--- config.mk ---
export PLATFORM = sky130hd
export DESIGN_NAME = binary_max_heap_queue_top
export DESIGN_NICKNAME = d
export VERILOG_FILES = /design/src/sv/hbq_pkg.sv /design/src/sv/hbq_ram.sv /design/src/sv/hbq_cmp.sv /design/src/sv/binary_max_heap_queue_top.sv
export SDC_FILE = /design/constraint.sdc
export NUM_CORES = 2
export LEC_CHECK = 0
export BUFFER_PORTS_ARGS = -buffer_cell sky130_fd_sc_hd__buf_2
export CAP_MARGIN = 5
export CORE_AREA = 2 2 438 440
export DETAILED_ROUTE_END_ITERATION = 10
export DIE_AREA = 0 0 440 442
export PLACE_DENSITY = 0.78
export REMOVE_ABC_BUFFERS = 1
export SYNTH_ARGS = -nofsm -noshare
export SYNTH_HDL_FRONTEND = slang
export SYNTH_HIERARCHICAL = 1
export SYNTH_SLANG_ARGS = --single-unit
--- constraint.sdc ---
create_clock -name clock -period 7.7 [get_ports clock]
set_input_delay 0.77 -clock clock [delete_from_list [all_inputs] [get_ports clock]]
set_output_delay 0.77 -clock clock [all_outputs]
set_load 0.1 [all_outputs]
--- src/sv/hbq_pkg.sv ---
package hbq_pkg;

   localparam int CAPACITY = 64;
   localparam int ADDR_W   = $clog2(CAPACITY);
   localparam int CNT_W    = $clog2(CAPACITY + 1);
   localparam int DATA_W   = 32;

   localparam logic [DATA_W-1:0] MOST_NEG = {1'b1, {(DATA_W-1){1'b0}}};

   localparam logic [1:0] FUNC_INSERT = 2'd0;
   localparam logic [1:0] FUNC_REMOVE = 2'd1;
   localparam logic [1:0] FUNC_QUERY  = 2'd2;

   typedef enum logic [2:0] {
      ST_IDLE,
      ST_UP_CHK,
      ST_UP_CMP,
      ST_DN_LOAD,
      ST_DN_CHK,
      ST_DN_CHILD,
      ST_DN_MOVE,
      ST_DONE
   } state_type;

   typedef struct packed {
      logic              wr_en;
      logic [ADDR_W-1:0] wr_addr;
      logic [DATA_W-1:0] wr_data;
      logic [ADDR_W-1:0] rd_addr_a;
      logic [ADDR_W-1:0] rd_addr_b;
   } ram_ctl_type;

endpackage

--- src/sv/hbq_ram.sv ---
module hbq_ram (
   input  logic                             clock,
   input  hbq_pkg::ram_ctl_type             ctl,
   output logic        [hbq_pkg::DATA_W-1:0] rd_data_a,
   output logic        [hbq_pkg::DATA_W-1:0] rd_data_b
);

   logic [hbq_pkg::DATA_W-1:0] mem [hbq_pkg::CAPACITY];

   always_ff @(posedge clock) begin
      if (ctl.wr_en) begin
         mem[ctl.wr_addr] <= ctl.wr_data;
      end
      rd_data_a <= mem[ctl.rd_addr_a];
      rd_data_b <= mem[ctl.rd_addr_b];
   end

endmodule

--- src/sv/hbq_cmp.sv ---
module hbq_cmp (
   input  logic [hbq_pkg::DATA_W-1:0] a_in,
   input  logic [hbq_pkg::DATA_W-1:0] b_in,
   output logic                       gt
);

   // signed greater-than on two's complement patterns
   assign gt = $signed(a_in) > $signed(b_in);

endmodule

--- src/sv/binary_max_heap_queue_top.sv ---
// Max priority queue of signed 32-bit values held as a binary heap in a
// 64-entry single-write, dual-read memory with registered read data. Each
// transaction inserts a value, removes the maximum or only queries, and
// always returns one result transaction with the removed value, a failure
// flag, the new maximum, the new count and an empty flag. The work is done by
// a small sequencer that walks the heap one level at a time through the
// memory and one shared signed comparator: insert reads the parent, then
// compares and moves, for each level climbed, and settles at the root or
// below a larger parent; remove fetches the last entry, then for each level
// descended reads both children, picks the larger, compares and moves, and
// settles at a leaf or where no child is larger. With 64 entries an insert
// climbs up to six levels and a remove descends up to five. A finished
// result is offered once the output register is free; otherwise the
// sequencer holds in its done state until it is. Each transaction is
// accepted in idle, so the next one is taken only once the sequencer is back.
// req_ready is high only while the sequencer is idle; a finished result sits
// in the output register, so the next transaction can be accepted before the
// previous result is taken. The root is mirrored in a register so the
// maximum is available without a memory read. No clearing pass is needed
// after reset: only entries below the count are ever used.
module binary_max_heap_queue_top (
   input  logic                              clock,
   input  logic                              reset,

   input  logic                              req_valid,
   output logic                              req_ready,
   input  logic        [1:0]                 req_func,
   input  logic signed [31:0]                req_value,

   output logic                              rsp_valid,
   input  logic                              rsp_ready,
   output logic signed [31:0]                rsp_taken_value,
   output logic                              rsp_op_failed,
   output logic signed [31:0]                rsp_top_value,
   output logic        [6:0]                 rsp_entry_count,
   output logic                              rsp_empty_flag
);

   localparam int ADDR_W = hbq_pkg::ADDR_W;
   localparam int CNT_W  = hbq_pkg::CNT_W;
   localparam int DATA_W = hbq_pkg::DATA_W;

   // sequencer state
   hbq_pkg::state_type state_ff, state_in;
   logic [CNT_W-1:0]   count_ff, count_in;
   logic [ADDR_W-1:0]  pos_ff, pos_in;
   logic [ADDR_W-1:0]  best_ff, best_in;
   logic [DATA_W-1:0]  val_ff, val_in;       // value being sifted (the hole's content)
   logic [DATA_W-1:0]  bval_ff, bval_in;     // larger child's value
   logic [DATA_W-1:0]  root_ff, root_in;     // mirror of heap entry 0
   logic [DATA_W-1:0]  taken_ff, taken_in;
   logic               failed_ff, failed_in;

   // result register
   logic               rsp_valid_ff, rsp_valid_in;
   logic [DATA_W-1:0]  rsp_taken_ff, rsp_taken_in;
   logic               rsp_failed_ff, rsp_failed_in;
   logic [DATA_W-1:0]  rsp_top_ff, rsp_top_in;
   logic [CNT_W-1:0]   rsp_count_ff, rsp_count_in;

   // memory and comparator hookup
   hbq_pkg::ram_ctl_type ram_ctl;
   logic [DATA_W-1:0]    rd_data_a, rd_data_b;
   logic [DATA_W-1:0]    cmp_a, cmp_b;
   logic                 cmp_gt;

   // heap index arithmetic, one bit wider than the count
   logic [CNT_W:0]       left_idx, right_idx, n_ext;
   logic [ADDR_W-1:0]    parent_idx;

   assign left_idx   = {{(CNT_W - ADDR_W){1'b0}}, pos_ff, 1'b1};
   assign right_idx  = left_idx + {{CNT_W{1'b0}}, 1'b1};
   assign n_ext      = {1'b0, count_ff};
   assign parent_idx = (pos_ff - {{(ADDR_W-1){1'b0}}, 1'b1}) >> 1;

   hbq_ram u_ram (
      .clock     (clock),
      .ctl       (ram_ctl),
      .rd_data_a (rd_data_a),
      .rd_data_b (rd_data_b)
   );

   hbq_cmp u_cmp (
      .a_in (cmp_a),
      .b_in (cmp_b),
      .gt   (cmp_gt)
   );

   // the single comparator is steered by state
   always_comb begin
      case (state_ff)
         hbq_pkg::ST_UP_CMP: begin
            cmp_a = val_ff;
            cmp_b = rd_data_a;
         end
         hbq_pkg::ST_DN_CHILD: begin
            cmp_a = rd_data_b;
            cmp_b = rd_data_a;
         end
         default: begin
            cmp_a = bval_ff;
            cmp_b = val_ff;
         end
      endcase
   end

   always_comb begin
      state_in     = state_ff;
      count_in     = count_ff;
      pos_in       = pos_ff;
      best_in      = best_ff;
      val_in       = val_ff;
      bval_in      = bval_ff;
      taken_in     = taken_ff;
      failed_in    = failed_ff;
      rsp_valid_in = rsp_valid_ff;
      rsp_taken_in = rsp_taken_ff;
      rsp_failed_in = rsp_failed_ff;
      rsp_top_in   = rsp_top_ff;
      rsp_count_in = rsp_count_ff;
      ram_ctl.wr_en     = 1'b0;
      ram_ctl.wr_addr   = pos_ff;
      ram_ctl.wr_data   = val_ff;
      ram_ctl.rd_addr_a = left_idx[ADDR_W-1:0];
      ram_ctl.rd_addr_b = right_idx[ADDR_W-1:0];
      req_ready    = 1'b0;

      // result taken downstream
      if (rsp_valid_ff && rsp_ready) begin
         rsp_valid_in = 1'b0;
      end

      case (state_ff)
         hbq_pkg::ST_IDLE: begin
            req_ready = 1'b1;
            if (req_valid) begin
               taken_in  = hbq_pkg::MOST_NEG;
               failed_in = 1'b0;
               state_in  = hbq_pkg::ST_DONE;
               if (req_func == hbq_pkg::FUNC_INSERT) begin
                  if (count_ff == CNT_W'(hbq_pkg::CAPACITY)) begin
                     failed_in = 1'b1;
                  end else begin
                     val_in   = req_value;
                     pos_in   = count_ff[ADDR_W-1:0];
                     count_in = count_ff + {{(CNT_W-1){1'b0}}, 1'b1};
                     state_in = hbq_pkg::ST_UP_CHK;
                  end
               end else if (req_func == hbq_pkg::FUNC_REMOVE) begin
                  if (count_ff == '0) begin
                     failed_in = 1'b1;
                  end else begin
                     taken_in = root_ff;
                     count_in = count_ff - {{(CNT_W-1){1'b0}}, 1'b1};
                     pos_in   = '0;
                     // fetch the last entry; nothing to sift if it was the only one
                     ram_ctl.rd_addr_a = count_in[ADDR_W-1:0];
                     if (count_in != '0) begin
                        state_in = hbq_pkg::ST_DN_LOAD;
                     end
                  end
               end
            end
         end

         // sift up: hole at pos, climb while parent strictly smaller
         hbq_pkg::ST_UP_CHK: begin
            ram_ctl.rd_addr_a = parent_idx;
            if (pos_ff == '0) begin
               ram_ctl.wr_en = 1'b1;
               state_in      = hbq_pkg::ST_DONE;
            end else begin
               state_in = hbq_pkg::ST_UP_CMP;
            end
         end

         hbq_pkg::ST_UP_CMP: begin
            ram_ctl.wr_en = 1'b1;
            if (cmp_gt) begin
               ram_ctl.wr_data = rd_data_a;
               pos_in          = parent_idx;
               state_in        = hbq_pkg::ST_UP_CHK;
            end else begin
               state_in = hbq_pkg::ST_DONE;
            end
         end

         hbq_pkg::ST_DN_LOAD: begin
            val_in   = rd_data_a;
            state_in = hbq_pkg::ST_DN_CHK;
         end

         // sift down: read both children of the hole
         hbq_pkg::ST_DN_CHK: begin
            if (left_idx >= n_ext) begin
               ram_ctl.wr_en = 1'b1;
               state_in      = hbq_pkg::ST_DONE;
            end else begin
               state_in = hbq_pkg::ST_DN_CHILD;
            end
         end

         // larger child, left wins a tie
         hbq_pkg::ST_DN_CHILD: begin
            if ((right_idx < n_ext) && cmp_gt) begin
               best_in = right_idx[ADDR_W-1:0];
               bval_in = rd_data_b;
            end else begin
               best_in = left_idx[ADDR_W-1:0];
               bval_in = rd_data_a;
            end
            state_in = hbq_pkg::ST_DN_MOVE;
         end

         hbq_pkg::ST_DN_MOVE: begin
            ram_ctl.wr_en = 1'b1;
            if (cmp_gt) begin
               ram_ctl.wr_data = bval_ff;
               pos_in          = best_ff;
               state_in        = hbq_pkg::ST_DN_CHK;
            end else begin
               state_in = hbq_pkg::ST_DONE;
            end
         end

         // hand the result over once the output register is free
         hbq_pkg::ST_DONE: begin
            if (!rsp_valid_ff || rsp_ready) begin
               rsp_valid_in  = 1'b1;
               rsp_taken_in  = taken_ff;
               rsp_failed_in = failed_ff;
               rsp_top_in    = (count_ff == '0) ? hbq_pkg::MOST_NEG : root_ff;
               rsp_count_in  = count_ff;
               state_in      = hbq_pkg::ST_IDLE;
            end
         end

         default: begin
            state_in = hbq_pkg::ST_IDLE;
         end
      endcase
   end

   // root mirror follows every write to entry 0
   assign root_in = (ram_ctl.wr_en && ram_ctl.wr_addr == '0) ? ram_ctl.wr_data : root_ff;

   always_ff @(posedge clock) begin
      if (reset) begin
         state_ff     <= hbq_pkg::ST_IDLE;
         count_ff     <= '0;
         rsp_valid_ff <= 1'b0;
      end else begin
         state_ff     <= state_in;
         count_ff     <= count_in;
         rsp_valid_ff <= rsp_valid_in;
      end
   end

   always_ff @(posedge clock) begin
      pos_ff        <= pos_in;
      best_ff       <= best_in;
      val_ff        <= val_in;
      bval_ff       <= bval_in;
      root_ff       <= root_in;
      taken_ff      <= taken_in;
      failed_ff     <= failed_in;
      rsp_taken_ff  <= rsp_taken_in;
      rsp_failed_ff <= rsp_failed_in;
      rsp_top_ff    <= rsp_top_in;
      rsp_count_ff  <= rsp_count_in;
   end

   assign rsp_valid       = rsp_valid_ff;
   assign rsp_taken_value = rsp_taken_ff;
   assign rsp_op_failed   = rsp_failed_ff;
   assign rsp_top_value   = rsp_top_ff;
   assign rsp_entry_count = rsp_count_ff;
   assign rsp_empty_flag  = (rsp_count_ff == '0);

endmodule
==> impl_metrics.csv <==
group,metric,value,unit
die,die_area,0.1945,mm2
drt,drt_first_pass_iters,6,
die,rows,160,
finish,nets,5635,
placement,port_buffers,112,
finish,fin_area,0.1197,mm2
timing,fin_tns_setup,0,ps
setup_path,worstReg2RegEnd,"u_ram/mem[24][13]",
drt,ant_nets,0,
timing,max_slew.worst_pin.slew,7989,ps
clock_network,cts_resized,0,
synthesis,synth.avg_cell_area,19.98,um2
grt,antenna_found_initial,17,
synthesis,ys_ff_latch,2336,
synthesis,synth_cells,5378,
hold_path,holdPathStages,2,
finish,area_growth,11.38,%
grt,grt_pass1_wl,473800,um
finish,mostFrequentLayoutCell,"edfxtp_1",
synthesis,yosysSeqAreaShare,64.57,%
setup_path,critPathMaxFanout,40,
clock_network,ctsHoldBuffers,0,
drt,num_vias,62990,
power_and_ir_drop,ir_drop,0.5243,mV
timing,rsz0062_at_grt,"no",
timing,setup_viol,0,
setup_path,crit_path_start_kind,"flip-flop",
clock_network,numCtsBuffers,222,
power_and_ir_drop,power_density,468.9,mW/mm2
timing,period_needed,6795,ps
power_and_ir_drop,total_power,56.14,mW
clock_network,clk_path_buf_depth,3,
finish,fillers,12300,
setup_path,worst-r2r-setup-slack,910,ps
outcome,status,"finished with violations",
timing,hold_viol_final,0,
grt,track_usage,35.18,%
power_and_ir_drop,power.leakage,38.66,nW
run,cap_violations,0,
drt,drt-vias-per-instance,7.622,
timing,skew,46.60,ps
hold_path,min-delay-start,"req_value[28]",
setup_path,required,8400,ps
synthesis,synth.distinct_cells,74,
die,die_w,440,um
setup_path,arrival,7500,ps
clock_network,clk_latency,910,ps
clock_network,post-cts-setup-buffer-count,0,
die,io_pins,113,
synthesis,synth_edf_count,2261,
clock_network,cts.clk_slew.worst_paths,70,ps
synthesis,synthArstFlopShare,0,%
finish,drive_gt1_share,35.64,%
timing,drv_slew,492,
synthesis,ys_warn_count,6,
grt,grt-ovfl-total,0,
timing,max_slew_margin,-432.6,%
finish,multiInputGateArea,0.03690,mm2
hold_path,hp-class,"input port to flip-flop",
finish,seq_area,0.06940,mm2
clock_network,cts_tree,"built",
finish,utilization,63.14,%
placement,place_area,0.1122,mm2
die,die_y,442,um
clock_network,cts-root-buf,"clkbuf_16",
drt,drt_wl_total,340900,um
grt,grt_pass1_vias,62180,
setup_path,worstSetupPathType,"flip-flop to flip-flop",
setup_path,reg2reg_depth,17,
setup_path,r2r-start,"state_ff[0]",
grt,grt_max_degree,504,
die,core,0.1896,mm2
timing,max_freq,147.2,MHz
drt,wl_per_cell,41.24,um
die,start_util,56.69,%
setup_path,end_kind,"flip-flop",
synthesis,netlist_area,0.1075,mm2
drt,drtIter0Drc,11010,
synthesis,synthFlopType,"edfxtp_1",
placement,dp.final_hpwl,197000,um
clock_network,htreeDepth,4,
outcome,violations,"slew limit",
clock_network,cts_sinks,2336,
timing,post-route-period-util,88.24,%
placement,gp_congestion,0.9658,
finish,layout_common_cells,"2261 x edfxtp_1, 1124 x mux4_2, 242 x mux2i_1, 223 x clkbuf_16, 218 x nand2_1",
hold_path,min_to,"val_ff[28]",
drt,drc,0,
==> logic make-up (layout without fill, tap and decap cells) <==
group / after synthesis / count (layout) / synth area share (%)
fa+ha+maj: 51 / 51 / 0.5937
other cells: 1 / 15 / 0.003489
mux: 1495 / 1495 / 27.16
xor+xnor: 22 / 22 / 0.1793
buf+inv: 447 / 809 / 2.094
simple gates: 535 / 535 / 2.376
compound gates: 491 / 491 / 3.027
flops: 2336 / 2336 / 64.57
==> flip-flops by register name, summed over array words and instances (netlist names) <==
| name | cells |
|---|---|
| val_ff | 32 |
| rsp_entry_count | 7 |
| rsp_valid | 1 |
| rsp_op_failed | 1 |
| failed_ff | 1 |
| pos_ff | 6 |
| u_ram/rd_data_b | 32 |
| rsp_taken_value | 32 |
| root_ff | 32 |
| u_ram/rd_data_a | 32 |
| u_ram/mem | 2048 |
| rsp_top_value | 32 |
| taken_ff | 32 |
| state_ff | 3 |
| bval_ff | 32 |
| best_ff | 6 |
| count_ff | 7 |
==> Yosys cell counts, drive strengths merged, types with 7 or more instances <==
| master | n | area (um2) |
|---|---|---|
| nand2b | 15 | 103.9 |
| mux2 | 129 | 1453 |
| nor2b | 30 | 190.2 |
| o22ai | 56 | 350.3 |
| nand3b | 9 | 67.56 |
| mux2i | 242 | 2422 |
| xnor2 | 14 | 122.6 |
| and2 | 70 | 437.9 |
| o211ai | 29 | 217.7 |
| nand4 | 8 | 50.05 |
| o221ai | 17 | 148.9 |
| nand2 | 220 | 825.8 |
| inv | 47 | 176.4 |
| nor2 | 115 | 441.7 |
| a221oi | 14 | 122.6 |
| dfxtp | 75 | 1501 |
| nand3 | 20 | 100.1 |
| a21o | 7 | 52.55 |
| mux4 | 1124 | 25310 |
| a211oi | 19 | 147.6 |
| a32oi | 9 | 78.83 |
| nor3 | 17 | 95.09 |
| a22oi | 124 | 930.9 |
| ha | 51 | 638.1 |
| a21oi | 80 | 404.1 |
| clkbuf | 154 | 578.1 |
| o32a | 9 | 90.09 |
| xor2 | 8 | 70.07 |
| edfxtp | 2261 | 67900 |
| o21ai | 104 | 520.5 |
| buf | 245 | 1493 |
==> layer usage <==
layer | track usage [%] | wire, um
met1 | 45.55 | 107600
met3 | 12.76 | 55270
met5 | 0 | 35
met2 | 51.46 | 152400
met4 | 20.89 | 25610
==> worst max-delay path by stage <==
stage / slack, ps / cells after the start / to / from
after floorplan: -29350 / 9 / u_ram/rd_data_a[18] / pos_ff[0]
after global placement: 1300 / 17 / u_ram/mem[29][13] / state_ff[0]
after detailed placement: 1100 / 17 / u_ram/mem[30][13] / state_ff[0]
after CTS: 1050 / 17 / u_ram/mem[30][13] / state_ff[0]
after global routing: 530 / 17 / u_ram/mem[10][27] / state_ff[0]
final: 910 / 17 / u_ram/mem[24][13] / state_ff[0]
==> power by group <==
| part | total, mW | switching, mW | internal (mW) |
|---|---|---|---|
| registers | 19.1 | 0.795 | 18.3 |
| logic | 25.8 | 16.8 | 8.98 |
| clock network | 11.2 | 4.88 | 6.34 |
| total | 56.1 | 22.5 | 33.6 |
==> metrics by stage <==
step / setup WS (ps) / cells / hold WS (ps)
after global routing: 533.3 / 8255 / 176.6
final: 905.3 / 8265 / 174.7
after floorplan: -29350 / 4979 / 400.3
after CTS: 1046 / 8251 / 153.7
after global placement: 1302 / 7833 / 400.4
after detailed placement: 1100 / 7833 / 405.2
==> final cells by class <==
| cell class | instances | area share [%] |
|---|---|---|
| Sequential cell | 2336 | 57.97 |
| Multi-Input combinational cell | 2595 | 30.83 |
| Clock buffer | 285 | 4.990 |
| Tap cell | 2511 | 2.624 |
| Timing Repair Buffer | 343 | 2.178 |
| Clock inverter | 133 | 1.221 |
| Inverter | 48 | 0.1568 |
| Antenna cell | 14 | 0.02927 |
==> worst max-delay path, cell delays in order, from the launching register on <==
cell,delay [ps]
dfxtp_1,580
nor2b_1,90
buf_4,190
nor2b_4,150
nor2_4,780
buf_4,450
nand2_1,100
nand2_1,80
ha_1,180
nand4_1,150
or4_4,580
nor3_2,190
o31ai_1,140
a211oi_2,650
nand2_4,530
buf_12,380
o21ai_4,860
buf_4,410
Note: power is estimated with default switching activity, not from simulation.
